$ cat src/design/v3n_pkg.sv
// Types and constants for the vector normalise core
package v3n_pkg;

  localparam int unsigned CompW  = 32;
  localparam int unsigned SqW    = 64;
  localparam int unsigned RootW  = 32;
  localparam int unsigned RemW   = 33;
  localparam int unsigned QW     = 31;
  localparam int unsigned Lanes  = 3;
  localparam int unsigned Q30Sh  = 30;

  typedef struct packed {
    logic signed [CompW-1:0] vec_x;
    logic signed [CompW-1:0] vec_y;
    logic signed [CompW-1:0] vec_z;
  } in_t;

  typedef struct packed {
    logic signed [CompW-1:0] unit_x;
    logic signed [CompW-1:0] unit_y;
    logic signed [CompW-1:0] unit_z;
    logic        [CompW-1:0] vec_length;
    logic                    zero_length;
  } out_t;

  typedef struct packed {
    logic                         valid;
    logic [SqW-1:0]               rad;
    logic [RemW-1:0]              rem;
    logic [RootW-1:0]             root;
    logic [Lanes-1:0][CompW-1:0]  mag;
    logic [Lanes-1:0]             neg;
  } sq_t;

  typedef struct packed {
    logic                         valid;
    logic [RootW-1:0]             len;
    logic [Lanes-1:0][RootW-1:0]  rem;
    logic [Lanes-1:0][QW-1:0]     nb;
    logic [Lanes-1:0][QW-1:0]     quo;
    logic [Lanes-1:0]             neg;
  } dv_t;

endpackage

$ cat src/design/v3n_sqrt_cell.sv
// One root digit of the square root chain
module v3n_sqrt_cell (
  input  logic            clk,
  input  logic            rst_n,
  input  logic            en,
  input  v3n_pkg::sq_t    d_in,
  output v3n_pkg::sq_t    d_out
);

  v3n_pkg::sq_t q_r, q_nxt;
  logic [v3n_pkg::RemW+1:0] rem_sh, trial, diff;
  logic ge;

  always_comb begin
    rem_sh = {d_in.rem, d_in.rad[v3n_pkg::SqW-1 -: 2]};
    trial  = {1'b0, d_in.root, 2'b01};
    ge     = rem_sh >= trial;
    diff   = rem_sh - trial;
    q_nxt      = d_in;
    q_nxt.rad  = {d_in.rad[v3n_pkg::SqW-3:0], 2'b00};
    q_nxt.rem  = ge ? diff[v3n_pkg::RemW-1:0] : rem_sh[v3n_pkg::RemW-1:0];
    q_nxt.root = {d_in.root[v3n_pkg::RootW-2:0], ge};
  end

  always_ff @(posedge clk) begin
    if (!rst_n) begin
      q_r.valid <= 1'b0;
    end else if (en) begin
      q_r <= q_nxt;
    end
  end

  assign d_out = q_r;

endmodule

$ cat config.mk
export PLATFORM = sky130hd
export DESIGN_NAME = v3n_sqrt_cell
export DESIGN_NICKNAME = d
export VERILOG_FILES = /design/src/design/v3n_pkg.sv /design/src/design/v3n_sqrt_cell.sv
export SDC_FILE = /design/constraint.sdc
export NUM_CORES = 1
export LEC_CHECK = 0
export BUFFER_PORTS_ARGS = -buffer_cell sky130_fd_sc_hd__buf_2
export CAP_MARGIN = 20
export CORE_AREA = 2 2 177 179
export CTS_CLUSTER_DIAMETER = 50
export CTS_CLUSTER_SIZE = 24
export DETAILED_ROUTE_END_ITERATION = 8
export DIE_AREA = 0 0 179 181
export GPL_TIMING_DRIVEN = 1
export SLEW_MARGIN = 20
export SYNTH_ARGS = -nofsm -noshare
export SYNTH_HDL_FRONTEND = slang
export SYNTH_SLANG_ARGS = --single-unit
export TNS_END_PERCENT = 30
$ cat constraint.sdc
create_clock -name clk -period 15.27 [get_ports clk]
set_input_delay 3.054 -clock clk [delete_from_list [all_inputs] [get_ports clk]]
set_output_delay 3.054 -clock clk [all_outputs]
set_load 0.02 [all_outputs]
==> results.cfg <==
[clock_network]
cts_buffer_depth = 3
tritoncts = built
worst_skew_pair_latency_ns = 0.53
post-cts-setup-buffers = 0
cts.clk_slew.worst_paths_ns = 0.06
post_cts_hold_buffers = 0
cts_num_sinks = 227
cts_repair_resize_count = 0
cts_max_level = 1
cts_inserted_buffers = 27
clk_root_buffer_cell = sky130_fd_sc_hd__clkbuf_16

[timing]
post-route-worst-setup-slack_ns = 9.33
min_period_ns = 5.94
fin_crit_sh_pct = 38.9
timing.final.setup_violations = 0
rsz0062_at_grt = no
achievable-frequency_mhz = 168
report.final.slew_viol_count = 0
clock-skew-final_ns = 0
worst_slew_margin_rel_pct = 29.4
timing.setup.tns_ns = 0
tightest_slew_ns = 1.06
timing_hold_violations_final = 0

[floorplan]
rows = 64
initial_core_util_pct = 30.9
floorplan.die_area_um2 = 32400
io_pins = 461
chipWidth_um = 179
chipHeight_um = 181
floorplan.core_area_um2 = 30300

[placement]
dp_slack_ns = 8.76
buffer_ports.inserted = 458
hpwl_mm = 26.4
dp_cells = 1442
gp_congestion = 0.892

[grt]
grt_max_degree = 83
antenna_found_initial = 14
global_route.usage.total_pct = 19.4
grt_pass1_vias = 6953
grt.overflow.total = 0
grt_pass1_wl_mm = 45.7

[job]
drv_cap = 0

[drt]
wl_per_cell_um = 22.1
wl_met1_mm = 12.8
drt_pre_antenna_iters = 4
met3WireLength_mm = 3.48
drt_drc_violations_left = 0
route.detailed.vias_per_inst = 4.58
top_signal_layer_used = met5
drt_iter0_drc = 461
dr_wl_met2_mm = 15.4
detailroute.via_count = 6886
antenna_violating_nets_post_route = 0
detail_route.wirelength_mm = 33.2

[final_layout]
fraction_of_final_layout_cells_sized_beyond_drive_strength_1_pct = 49.3
finalNetCount = 1341
largest_reg_flops = 227
area_delta_synth_final_pct = 39.6
stdcell_count = 1502
layout.cells.most_common = sky130_fd_sc_hd__buf_2
final_cell_mix = sky130_fd_sc_hd__buf_2 (458), sky130_fd_sc_hd__edfxtp_1 (226), sky130_fd_sc_hd__inv_1 (45), sky130_fd_sc_hd__a21oi_1 (36), sky130_fd_sc_hd__ha_1 (34)
finish.utilization_pct = 43.1

[yosys]
synthArstFlopShare_pct = 0
number_of_synthesized_flops_with_an_enable_pin = 226
netlist-cell-type-count = 55
synth.yosys.seq_area_share_pct = 72.7
yosys-top-cells-area = sky130_fd_sc_hd__edfxtp_1 (72%), sky130_fd_sc_hd__ha_1 (4.5%), sky130_fd_sc_hd__mux2_4 (2.9%)
syn-instance-count = 595
yosys_most_used_dff = sky130_fd_sc_hd__edfxtp_1
post_synth.cell_area_avg_um2 = 15.7
yosysWarnings = 0
synthesis.area_um2 = 9370
synth.top_cell.area_share_pct = 72.5
synth-seq-cells = 227
synth_top_cell_by_area = sky130_fd_sc_hd__edfxtp_1

[outcome]
outcome = finished, final reports clean

[setup_path]
cp_slowest_stage_delay_ns = 0.47
crit_fanout = 23
critPathLaunchType = input pin
crit_path_end_kind = register
r2r-end = d_out[228]
reg2reg_slack_ns = 14.67
crit_start = d_in[112]
crit_chain = buf_2 > inv_1 > ha_1 > nor2_1 > o21ba_2 > o21ai_0 > o2111ai_1 > a211oi_2 > o211ai_4 > and2_4 > inv_4 > mux2_2
worst_setup_path_endpoint = d_out[136]
cp.arrival_ns = 6.22
worst-endpoint-required_ns = 15.55
timing_worst_setup_path_type = in2reg
worst_r2r_startpoint = d_out[228]
slowest_stage = sky130_fd_sc_hd__a211oi_2
number_of_cell_instances_on_the_worst_register_to_register_path = 2

[pwr]
power_density_nw_per_um2 = 129
vdd.ir_drop.worst_v = 0.0000733
power_leakage_nw = 5.63

[min_path]
classification_of_the_worst_slack_hold_path = reg2reg
-- where the power goes --
part	internal, W	switching [W]
clock network	0.000374	0.000289
logic	0.000104	0.000172
registers	0.000740	0.0000125
-- area by class of cell --
type | instances | area [um^2]
diodes | 10 | 25.0
clock buffers | 28 | 679
clock inverters | 22 | 251
fillers | 2898 | 17300
inverters | 46 | 175
multi-input cells | 312 | 2320
flip-flops and latches | 227 | 6810
well taps | 396 | 495
repair buffers | 461 | 2310
-- worst max-delay path, delay by kind of cell --
family | cells | cell delay (ns)
AND/OR/NAND/NOR | 2 | 0.36
adder cells (fa/ha/maj) | 1 | 0.46
buffers and inverters | 3 | 0.47
multiplexers | 1 | 0.38
AO/OA/AOI/OAI | 5 | 1.47
-- how the worst min path moves through the flow --
stage | to | start | slack (ns) | cells past startpoint
floorplan | d_out[228] | d_out[228] | 0.59 | 2
global placement | d_out[228] | d_out[228] | 0.51 | 2
detailed placement | d_out[228] | d_out[228] | 0.51 | 2
CTS | d_out[228] | d_out[228] | 0.53 | 2
global route | d_out[228] | d_out[228] | 0.56 | 2
finish | d_out[228] | d_out[228] | 0.54 | 2
-- routing by layer --
metal / global-route usage (%) / vias up
met4: 8.26 / 10
met2: 31.6 / 299
met1: 22.6 / 3252
met5: 0 / -
li1: - / 3250
met3: 7.41 / 75
-- per-stage QoR --
step	area (um^2)	power, W	hold slack, ns
final	13100	0.00169	0.536
after global routing	13100	0.00176	0.564
after detailed placement	12100	0.00104	0.514
after CTS	13000	0.00171	0.535
after floorplan	9370	0.000935	0.589
after global placement	12100	0.00104	0.511
-- cells by family after synthesis --
logic type / count (synthesis) / synth area share [%]
XOR/XNOR: 25 / 2.34
adder cells (fa/ha/maj): 34 / 4.54
other: 1 / 0.0400
flip-flops: 227 / 72.7
AO/OA/AOI/OAI: 122 / 8.82
buffers and inverters: 57 / 2.59
multiplexers: 23 / 3.46
AND/OR/NAND/NOR: 106 / 5.53
-- cells in the mapped netlist (6+ instances only) --
master and instances:
sky130_fd_sc_hd__a21o_1 10, sky130_fd_sc_hd__inv_1 45, sky130_fd_sc_hd__xor2_1 6, sky130_fd_sc_hd__o21a_1 9, sky130_fd_sc_hd__nor3_1 8, sky130_fd_sc_hd__nand2_1 28, sky130_fd_sc_hd__mux2_4 18, sky130_fd_sc_hd__nor2_1 22
sky130_fd_sc_hd__o21ai_0 25, sky130_fd_sc_hd__o31ai_1 6, sky130_fd_sc_hd__a21oi_1 36, sky130_fd_sc_hd__xnor2_1 19, sky130_fd_sc_hd__edfxtp_1 226, sky130_fd_sc_hd__nand3_1 16, sky130_fd_sc_hd__ha_1 34
Note: power is estimated with default switching activity, not from simulation.
