### config.mk
export PLATFORM = sky130hd
export DESIGN_NAME = v3n_div_cell
export DESIGN_NICKNAME = d
export VERILOG_FILES = /design/src/design/v3n_pkg.sv /design/src/design/v3n_div_cell.sv
export SDC_FILE = /design/constraint.sdc
export NUM_CORES = 1
export LEC_CHECK = 0
export BUFFER_PORTS_ARGS = -buffer_cell sky130_fd_sc_hd__clkbuf_2
export CORE_AREA = 2 2 250 252
export DETAILED_ROUTE_END_ITERATION = 8
export DIE_AREA = 0 0 252 254
export GPL_ROUTABILITY_DRIVEN = 0
export SLEW_MARGIN = 25
export SYNTH_ARGS = -nofsm -noshare
export SYNTH_HDL_FRONTEND = slang
export SYNTH_SLANG_ARGS = --single-unit
### constraint.sdc
create_clock -name clk -period 16.3 [get_ports clk]
set_input_delay 0 -clock clk [delete_from_list [all_inputs] [get_ports clk]]
set_output_delay 0 -clock clk [all_outputs]
set_load 0.05 [all_outputs]
### src/design/v3n_pkg.sv
// Types and constants for the vector normalise core
package v3n_pkg;

  localparam int unsigned CompW  = 32;
  localparam int unsigned SqW    = 64;
  localparam int unsigned RootW  = 32;
  localparam int unsigned RemW   = 33;
  localparam int unsigned QW     = 31;
  localparam int unsigned Lanes  = 3;
  localparam int unsigned Q30Sh  = 30;

  typedef struct packed {
    logic signed [CompW-1:0] vec_x;
    logic signed [CompW-1:0] vec_y;
    logic signed [CompW-1:0] vec_z;
  } in_t;

  typedef struct packed {
    logic signed [CompW-1:0] unit_x;
    logic signed [CompW-1:0] unit_y;
    logic signed [CompW-1:0] unit_z;
    logic        [CompW-1:0] vec_length;
    logic                    zero_length;
  } out_t;

  typedef struct packed {
    logic                         valid;
    logic [SqW-1:0]               rad;
    logic [RemW-1:0]              rem;
    logic [RootW-1:0]             root;
    logic [Lanes-1:0][CompW-1:0]  mag;
    logic [Lanes-1:0]             neg;
  } sq_t;

  typedef struct packed {
    logic                         valid;
    logic [RootW-1:0]             len;
    logic [Lanes-1:0][RootW-1:0]  rem;
    logic [Lanes-1:0][QW-1:0]     nb;
    logic [Lanes-1:0][QW-1:0]     quo;
    logic [Lanes-1:0]             neg;
  } dv_t;

endpackage

### src/design/v3n_div_cell.sv
// One quotient bit of the division chain, three lanes
module v3n_div_cell (
  input  logic            clk,
  input  logic            rst_n,
  input  logic            en,
  input  v3n_pkg::dv_t    d_in,
  output v3n_pkg::dv_t    d_out
);

  v3n_pkg::dv_t q_r, q_nxt;
  logic [v3n_pkg::RootW:0] r2 [v3n_pkg::Lanes];
  logic [v3n_pkg::RootW:0] diff [v3n_pkg::Lanes];
  logic [v3n_pkg::Lanes-1:0] ge;

  always_comb begin
    q_nxt = d_in;
    for (int i = 0; i < v3n_pkg::Lanes; i++) begin
      r2[i]   = {d_in.rem[i], d_in.nb[i][v3n_pkg::QW-1]};
      ge[i]   = r2[i] >= {1'b0, d_in.len};
      diff[i] = r2[i] - {1'b0, d_in.len};
      q_nxt.rem[i] = ge[i] ? diff[i][v3n_pkg::RootW-1:0] : r2[i][v3n_pkg::RootW-1:0];
      q_nxt.nb[i]  = {d_in.nb[i][v3n_pkg::QW-2:0], 1'b0};
      q_nxt.quo[i] = {d_in.quo[i][v3n_pkg::QW-2:0], ge[i]};
    end
  end

  always_ff @(posedge clk) begin
    if (!rst_n) begin
      q_r.valid <= 1'b0;
    end else if (en) begin
      q_r <= q_nxt;
    end
  end

  assign d_out = q_r;

endmodule

==> summary.txt, run 1 <==
Global-route wire length before repair = 103 mm
Period minus WS final = 4.34 ns
Switching pwr = 0.000892 W
Std-Cell Core Area = 0.0613 mm^2
CP required = 16.60 ns
Post-synthesis cell area = 0.0158 mm^2
Clock Skew = 0 ns
Post-cts repair resize count = 0
Area grow syn2layout = 54.7%
Count of cell types in the netlist = 67
Pin count of the biggest net entering global routing = 91
Cells after Synth = 1,199
Pre-Repair DR Iteration Count = 6
Synth Register Bits = 315
Fin crit share = 0.266
Hold path endpoint = d_out[218]
Worst Hold Class = input pin to flop
Register Area = 0.00945 mm^2
Commonest non-fill, non-tap cell in the layout = clkbuf_2
Detail Route Antenna Nets = 0
Reg clk slew, reported paths = 0.06 ns
DP Wirelength = 60.1 mm
Ys async rst share = 0
Sw Ratio = 0.340
Rel. slew slack = 0.357
Reg2Reg Depth = 3
Port bufs = 632
Cell Rows = 91
Outcome = finished clean
I/O Pins = 639
Nets = 2,603
Setup Total Neg Slack = 0 ns
Vias = 14,300
Worst r2r src = d_out[317]
PwrDens = 107 mW/mm^2
Initial antenna violation count = 20
# DRC = 0
Drt wl/cell = 25.0 um
Hold Path Depth = 4
Main flop type after synthesis = edfxtp_1
Clock latency at the later pin of the worst-skew pair = 0.56 ns
Post-CTS setup repair buffer count = 0
DIE WIDTH = 252 um
Final hold violation count = 0
Worst Path Max Fanout = 7
Syn Area/Cell = 13.2 um^2
Part of the power in combinational logic = 0.288
Vias in the first global route = 14,500
Clock power share = 0.331
Total wire length = 75.5 mm
Layout cells sized above 1 = 0.350
GR Util All Layers = 0.226
Global route overflow = 0
CTS tree = yes
Commonest cells after routing, fill and taps aside = clkbuf_2, dlygate4sd3_1, edfxtp_1
Setup Viol. Count Final = 0
H-tree depth = 2
Clk sinks = 315
Post-synth EDFFs = 314
Slew @ Worst Pin = 0.965 ns
Initial DRC count = 993
Synth warn = 0
Largest vdd supply drop = 0.0776 mV
Root Buffer = clkbuf_16
Crit end category = flop
Setup crit start kind = input pin
Crit path kind = input pin to flop
Largest register FFs = 315
Footprint of the multi-input gates = 0.00602 mm^2
Seq/Total Area, Yosys = 0.597
R2r setup slk = 15.11 ns
Die area = 0.0640 mm^2
Leak pwr = 10.7 nW
Inserted Clock Buffers = 40
WP data arrival = 4.64 ns
R2r endpoint = d_out[317]
Overall Power = 0.00262 W
RSZ-0062 raised after global routing = no
Die Y = 254 um
Final Max Tran Viols = 0
Share of power burned in registers = 0.381
Post-DR vias/cell = 4.75
P_int = 0.00173 W
Final-layout fill cell count = 5,811
Hold_buf cts = 325
MaxCap Viol Count = 0
Initial core utilization = 0.258
Clock Path Buffers = 3
FMAX = 230 MHz
Hold Path Origin = d_in[220]
[cells in the mapped netlist (all sizes together) (7+ instances only)]
cell type  count  share of area
o21a           8         0.0038
buf            9         0.0045
nand2b         8         0.0032
nor2b         13         0.0051
o21ai         31         0.0098
mux2i         11         0.0070
nor3          16         0.0051
inv           63          0.015
xnor2         52          0.029
nor2          71          0.017
edfxtp       314           0.60
o21bai        18         0.0085
and3          12         0.0051
nand2         56          0.013
ha            96          0.076
mux2          64          0.050
o31ai          8         0.0041
and2           9         0.0036
o211ai         7         0.0033
a31oi         12         0.0057
a21o          47          0.022
a21oi        108          0.034
clkbuf        19         0.0045
a211oi        10         0.0047
nand3         25         0.0079
xor2          29          0.016
nand4         13         0.0051
[metal layers]
metal | part of all wire | global-route usage | vias up
met5 | 0.00091 | 0 | -
met4 | 0.049 | 0.106 | 10
met3 | 0.068 | 0.0567 | 144
met2 | 0.51 | 0.407 | 635
met1 | 0.37 | 0.249 | 6999
li1 | - | - | 6551
[metrics by stage]
stage               cell area [um^2]  setup slack [ns]  hold slack, ns   util  std cells
floorplan                      15800              8.51          0.0989      -       1201
global placement               19900             11.84           0.177  0.325       2604
detailed placement             19900             11.81           0.179  0.325       2604
CTS                            24400             11.80          0.0380  0.399       3002
global route                   24500             11.79           0.104  0.399       3012
finish                         24500             11.96          0.0877  0.400       3017
[cell families after synthesis]
kind of cell,share of synthesized area
compound gates,0.120
mux,0.0573
buf+inv,0.0240
simple gates,0.0766
xor+xnor,0.0448
fa+ha+maj,0.0797
flops,0.597
other cells,0.000237
[area by class of cell]
cell class,count,area share
multi-input combinational,795,0.246
antenna,13,0.00133
clock inverter,27,0.00792
inverter,63,0.00966
sequential,315,0.386
tap,790,0.0404
timing repair buffer,968,0.266
clock buffer,46,0.0427
[power by group through the flow]
stage | Clock, W | Sequential, W | Combinational [W]
after CTS | 0.000890 | 0.000998 | 0.000757
final | 0.000866 | 0.000998 | 0.000756
after floorplan | 0 | 0.00124 | 0.000248
after global routing | 0.000916 | 0.00100 | 0.000798
after detailed placement | 0 | 0.00101 | 0.000677
after global placement | 0 | 0.00101 | 0.000670
[how the worst max path moves through the flow]
stage | startpoint | endpoint
4_1_cts | d_in[299] | d_out[224]
3_3_place_gp | d_in[289] | d_out[224]
6_report | d_in[291] | d_out[249]
5_1_grt | d_in[299] | d_out[250]
2_1_floorplan | en | d_out[0]
3_5_place_dp | d_in[289] | d_out[224]
[worst max-delay path: stages]
cell and delay [ns]:
dlygate4sd3_1 0.53, clkbuf_2 0.11, inv_1 0.19, ha_1 0.32
and3_4 0.22, a221o_1 0.38, a31oi_4 0.23, o311a_2 0.30
or2_4 0.17, o31ai_2 0.09, o2111a_1 0.27, a2111oi_4 0.64
buf_4 0.29, mux2_1 0.33, dlygate4sd3_1 0.55
Power figures use the tool's default switching activity.
==> run 2: changes to the inputs <==
--- a/config.mk
+++ b/config.mk
@@ -6,9 +6,9 @@
 export NUM_CORES = 1
 export LEC_CHECK = 0
 export BUFFER_PORTS_ARGS = -buffer_cell sky130_fd_sc_hd__clkbuf_2
-export CORE_AREA = 2 2 250 252
+export CORE_AREA = 2 2 245 247
 export DETAILED_ROUTE_END_ITERATION = 8
-export DIE_AREA = 0 0 252 254
+export DIE_AREA = 0 0 247 249
 export GPL_ROUTABILITY_DRIVEN = 0
 export SLEW_MARGIN = 25
 export SYNTH_ARGS = -nofsm -noshare
==> constraint.sdc (replaced) <==
create_clock -name clk -period 4.01 [get_ports clk]
set_input_delay 0 -clock clk [delete_from_list [all_inputs] [get_ports clk]]
set_output_delay 0 -clock clk [all_outputs]
set_load 0.05 [all_outputs]
==> run 2 against run 1 <==
Sequential cell count unchanged. Largest cell class unchanged. Sequential share of layout area decreased by 0.063 points. Critical path type unchanged. Worst setup slack got worse by 12 ns. Hold slack got worse by 0.0041 ns. Largest power group unchanged. Design area increased by 0.16%. Register-to-register slack got worse by 12 ns. Combinational power increased to 4.1 times the previous value. Clock-buffer cell count unchanged. Total power increased to 4.1 times the previous value. Non-clock buffer count decreased by 3. Sequential power increased to 4.1 times the previous value. Clock power increased to 4.2 times the previous value. Critical endpoint unchanged. Highest routed layer unchanged.
==> summary.txt, run 2 (synthesis gave the netlist of run 1 again) <==
GR Util All Layers = 0.239 (was 0.226)
Initial DRC count = 840 (was 993)
Reg clk slew, reported paths = 0.06 ns (about the same)
Hold Path Depth = 2 (was 4)
Commonest cells after routing, fill and taps aside = clkbuf_2, edfxtp_1, dlygate4sd3_1 (was clkbuf_2, dlygate4sd3_1, edfxtp_1)
CP required = 4.31 ns (was 16.60 ns)
Final hold violation count = 0 (unchanged)
Area grow syn2layout = 55.0% (was 54.7%)
CP Buf/Inv Count = 4 (was 5)
Crit end category = flop (unchanged)
Post-DR vias/cell = 4.73 (was 4.75)
Reg2Reg Depth = 3 (unchanged)
Clock Skew = 0 ns (unchanged)
Worst Hold Class = input pin to flop (unchanged)
Crit path max-delay family = compound AO/OA/AOI/OAI gates (unchanged)
Rel. slew slack = 0.505 (was 0.357)
Final Max Tran Viols = 0 (unchanged)
Clock latency at the later pin of the worst-skew pair = 0.55 ns (was 0.56 ns)
WP data arrival = 3.90 ns (was 4.64 ns)
Final-layout fill cell count = 5,569 (was 5,811)
Footprint of the multi-input gates = 0.00602 mm^2 (unchanged)
Leak pwr = 10.7 nW (about the same)
CP max stage delay = 0.55 ns (was 0.64 ns)
Largest vdd supply drop = 0.445 mV (was 0.0776 mV)
Global route overflow = 0 (unchanged)
Commonest non-fill, non-tap cell in the layout = clkbuf_2 (unchanged)
DIE WIDTH = 247 um (was 252 um)
Pre-Repair DR Iteration Count = 6 (unchanged)
Pin count of the biggest net entering global routing = 99 (was 91)
Outcome = finished clean (unchanged)
Period minus WS final = 3.60 ns
MaxCap Viol Count = 0 (unchanged)
FMAX = 278 MHz
Slew @ Worst Pin = 0.733 ns (was 0.965 ns)
Post-Place Cell Area = 0.0201 mm^2 (was 0.0199 mm^2)
Vias = 14,200 (was 14,300)
Register Area = 0.00945 mm^2 (unchanged)
# DRC = 0 (unchanged)
Detail Route Antenna Nets = 0 (unchanged)
Root Buffer = clkbuf_16 (unchanged)
Vias in the first global route = 14,800 (was 14,500)
Initial antenna violation count = 28 (was 20)
Worst Path Max Fanout = 11 (was 7)
Fin crit share = 0.899
Cell Rows = 89 (was 91)
Final instance area = 0.0245 mm^2 (about the same)
Port bufs = 632 (unchanged)
Nets = 2,600 (was 2,603)
Slowest CP cell = dlygate4sd3_1 (was a2111oi_4)
Die area = 0.0615 mm^2 (was 0.0640 mm^2)
I/O Pins = 639 (unchanged)
Setup Viol. Count Final = 0 (unchanged)
Die Y = 249 um (was 254 um)
Total wire length = 76.2 mm (was 75.5 mm)
PwrDens = 438 mW/mm^2 (was 107 mW/mm^2)
Overall Power = 0.0107 W (was 0.00262 W)
Std-Cell Core Area = 0.0587 mm^2 (was 0.0613 mm^2)
Inserted Clock Buffers = 40 (unchanged)
Setup crit start kind = input pin (unchanged)
Post-cts repair resize count = 0 (unchanged)
Crit path kind = input pin to flop (unchanged)
Initial core utilization = 0.270 (was 0.258)
H-tree depth = 2 (unchanged)
Global-route wire length before repair = 105 mm (was 103 mm)
Drt wl/cell = 25.4 um (was 25.0 um)
Clock Path Buffers = 3 (unchanged)
CTS tree = yes (unchanged)
Setup Total Neg Slack = 0 ns (unchanged)
Largest register FFs = 315 (unchanged)
RSZ-0062 raised after global routing = no (unchanged)
Layout cells sized above 1 = 0.355 (was 0.350)
Crit path cell chain = dlygate4sd3_1 -> clkbuf_2 -> inv_1 -> ha_1 -> and3_4 -> a221o_1 -> a31oi_4 -> o311a_2 -> or2_4 -> o31ai_2 -> o2111a_1 -> a2111oi_4 -> buf_4 -> mux2_1 (was dlygate4sd3_1 -> clkbuf_2 -> inv_1 -> ha_1 -> and3_4 -> a221o_1 -> a31oi_4 -> o311a_2 -> or2_4 -> o31ai_2 -> o2111a_1 -> a2111oi_4 -> buf_4 -> mux2_1 -> dlygate4sd3_1)
Levels on crit path = 14 (was 15)
Clk sinks = 315 (unchanged)
DP Wirelength = 61.0 mm (was 60.1 mm)
[run 2: repair_timing]
item,4_1_cts,5_1_grt
endpoints found under the hold margin,313,0
setup buffers,0,0
hold buffers,314,0
[run 2: path summary, 6_finish.rpt]
check	from	end	slack [ns]
max	d_in[289]	d_out[249]	0.41
min reg2reg	d_out[317]	d_out[317]	1.12
max reg2reg	d_out[317]	d_out[317]	2.82
min	en	d_out[113]	0.08
[run 2: layer usage]
metal	GRT usage	share of wire	wire length, um
met3	0.0666	0.072	5470
met4	0.100	0.044	3320
met5	0	0.00096	73
met2	0.435	0.51	38800
met1	0.258	0.37	28500
[run 2: final cells by class]
class | instances | share of cell area
diodes | 24 | 0.00245
clock buffers | 46 | 0.0417
multi-input cells | 795 | 0.245
repair buffers | 965 | 0.266
well taps | 773 | 0.0394
clock inverters | 22 | 0.00980
inverters | 63 | 0.00965
flip-flops and latches | 315 | 0.385
[run 2: through the flow]
step           std cells  hold slack, ns   util  worst slack, ns
2_1_floorplan       1201          0.0989      -            0.904
3_3_place_gp        2597           0.177  0.342            0.490
3_5_place_dp        2597           0.179  0.342            0.410
4_1_cts             2979          0.0383  0.417            0.439
5_1_grt             2997          0.0706  0.418            0.253
6_report            3003          0.0836  0.418            0.407
[run 2: power breakdown]
part	switching (W)	leakage [nW]	internal, W
combinational	0.00203	7.10	0.00104
clock	0.00151	0.605	0.00209
sequential	0.0000848	2.96	0.00397
total	0.00363	10.7	0.00710
==> run 3: changes to the inputs <==
==> constraint.sdc (replaced) <==
create_clock -name clk -period 3.8 [get_ports clk]
set_input_delay 0 -clock clk [delete_from_list [all_inputs] [get_ports clk]]
set_output_delay 0 -clock clk [all_outputs]
set_load 0.05 [all_outputs]
==> run 3 against run 2 <==
Die area unchanged. Hold slack improved by 0.070 ns. Combinational power increased by 6%. Sequential power increased by 5.7%. Clock-buffer cell count increased by 1. Clock skew unchanged. Total power increased by 7.6%. Final cell count increased by 0.43%. Highest routed layer unchanged. Wire length increased by 0.47%. Sequential cell count unchanged. Critical endpoint is now d_out[247]. Critical path depth unchanged.
==> summary.txt, run 3 (synthesis gave the netlist of run 1 again) <==
Crit end category = flop (unchanged)
Dpl cells = 2,605 (was 2,597)
CTS tree = yes (unchanged)
Initial DRC count = 748 (was 840)
Reg clk slew, reported paths = 0.06 ns (about the same)
Setup crit start kind = input pin (unchanged)
Port bufs = 632 (unchanged)
Worst Path Max Fanout = 10 (was 11)
Clk sinks = 315 (unchanged)
Hold slack = 0.153 ns (was 0.0836 ns)
Global route overflow = 0 (unchanged)
Inserted Clock Buffers = 40 (unchanged)
Clock Skew = 0 ns (unchanged)
Largest vdd supply drop = 0.349 mV (was 0.445 mV)
# DRC = 0 (unchanged)
Layout cells sized above 1 = 0.358 (was 0.355)
FMAX = 280 MHz
Area grow syn2layout = 55.8% (was 55.0%)
Vias = 14,300 (was 14,200)
Post-DR vias/cell = 4.73 (about the same)
Pin count of the biggest net entering global routing = 87 (was 99)
Final Max Tran Viols = 0 (unchanged)
Leak pwr = 10.7 nW (about the same)
Setup Total Neg Slack = 0 ns (unchanged)
DP Wirelength = 61.0 mm (about the same)
MaxCap Viol Count = 0 (unchanged)
Std-Cell Core Area = 0.0587 mm^2 (unchanged)
Initial antenna violation count = 28 (unchanged)
I/O Pins = 639 (unchanged)
Worst r2r src = d_out[317] (unchanged)
Largest register FFs = 315 (unchanged)
Crit path kind = input pin to flop (unchanged)
Pre-Repair DR Iteration Count = 5 (was 6)
Drt wl/cell = 25.4 um (about the same)
Root Buffer = clkbuf_16 (unchanged)
Total wire length = 76.6 mm (was 76.2 mm)
Non-filler cells, final = 3,016 (was 3,003)
Worst Hold Class = input pin to flop (unchanged)
Nets = 2,608 (was 2,600)
Commonest cells after routing, fill and taps aside = clkbuf_2, edfxtp_1, dlygate4sd3_1 (unchanged)
GR Util All Layers = 0.240 (was 0.239)
Global-route wire length before repair = 105 mm (about the same)
CP required = 4.09 ns (was 4.31 ns)
PwrDens = 468 mW/mm^2 (was 438 mW/mm^2)
Final instance area = 0.0246 mm^2 (was 0.0245 mm^2)
Detail Route Antenna Nets = 0 (unchanged)
Cell Rows = 89 (unchanged)
Post-CTS setup repair buffer count = 0 (unchanged)
Clock latency at the later pin of the worst-skew pair = 0.57 ns (was 0.55 ns)
WP data arrival = 3.87 ns (was 3.90 ns)
Post-cts repair resize count = 0 (unchanged)
Commonest non-fill, non-tap cell in the layout = clkbuf_2 (unchanged)
Post-Place Cell Area = 0.0201 mm^2 (about the same)
DIE WIDTH = 247 um (unchanged)
Period minus WS final = 3.58 ns
Die Y = 249 um (unchanged)
Rel. slew slack = 0.436 (was 0.505)
Final hold violation count = 0 (unchanged)
Initial core utilization = 0.270 (unchanged)
Vias in the first global route = 14,700 (was 14,800)
RSZ-0062 raised after global routing = no (unchanged)
Clock Path Buffers = 3 (unchanged)
Slew @ Worst Pin = 0.846 ns (was 0.733 ns)
Die area = 0.0615 mm^2 (unchanged)
Hold Path Origin = d_in[117] (was en)
Outcome = finished clean (unchanged)
Worst setup startpoint = d_in[289] (unchanged)
Setup Viol. Count Final = 0 (unchanged)
H-tree depth = 2 (unchanged)
Fin crit share = 0.941
-- run 3: cell count changes in the layout (fill, tap and decap cells not counted) --
cell	delta
buf_12	-1
buf_4	+9
bufinv_16	+3
clkbuf_1	+1
clkinv_2	+1
clkinvlp_4	-2
diode_2	+3
inv_6	-1
-- run 3: area by class of cell --
cell class	instances	area (um^2)
timing repair buffer	973	6570
tap	773	967
clock buffer	47	1030
multi-input combinational	795	6020
antenna	27	67.6
inverter	63	236
clock inverter	23	312
fill	5512	34000
sequential	315	9450
-- run 3: per-layer routing --
layer  vias to the layer above  share of wire  routed length [um]  track usage
met5                         -        0.00074                  57            0
met4                         8          0.048                3650        0.111
met3                       121          0.075                5750       0.0669
met2                       562           0.50               38400        0.428
met1                      6985           0.37               28700        0.262
li1                       6598              -                   -            -
-- run 3: metrics by stage --
step	setup slack, ns	utilization	total power (W)
floorplan	0.694	-	0.00636
CTS	0.253	0.419	0.0117
detailed placement	0.235	0.342	0.00729
finish	0.225	0.420	0.0115
global route	0.118	0.420	0.0120
global placement	0.317	0.342	0.00727
-- run 3: path summary, 6_finish.rpt --
path / to / slack (ns) / cells after the start
worst max-delay path: d_out[247] / 0.22 / 14
worst max register to register: d_out[317] / 2.63 / 3
worst min register to register: d_out[317] / 1.11 / 3
worst min-delay path: d_out[118] / 0.15 / 2
-- run 3: critical path, stage by stage --
cell	delay [ns]
dlygate4sd3_1	0.55
clkbuf_2	0.12
inv_1	0.20
ha_1	0.33
and3_4	0.20
a221o_1	0.38
a31oi_4	0.24
o311a_2	0.28
or2_4	0.16
o31ai_2	0.09
o2111a_1	0.26
a2111oi_4	0.42
buf_4	0.29
mux2_1	0.35
-- run 3: power breakdown --
part           internal, W  switching [W]
sequential         0.00419      0.0000941
combinational      0.00111        0.00215
clock              0.00241        0.00159
total              0.00771        0.00383
-- run 3: what timing repair did --
action | 4_1_cts | 5_1_grt
hold buffers | 314 | 0
setup endpoints to repair | 0 | 0
endpoints found under the hold margin | 313 | 0
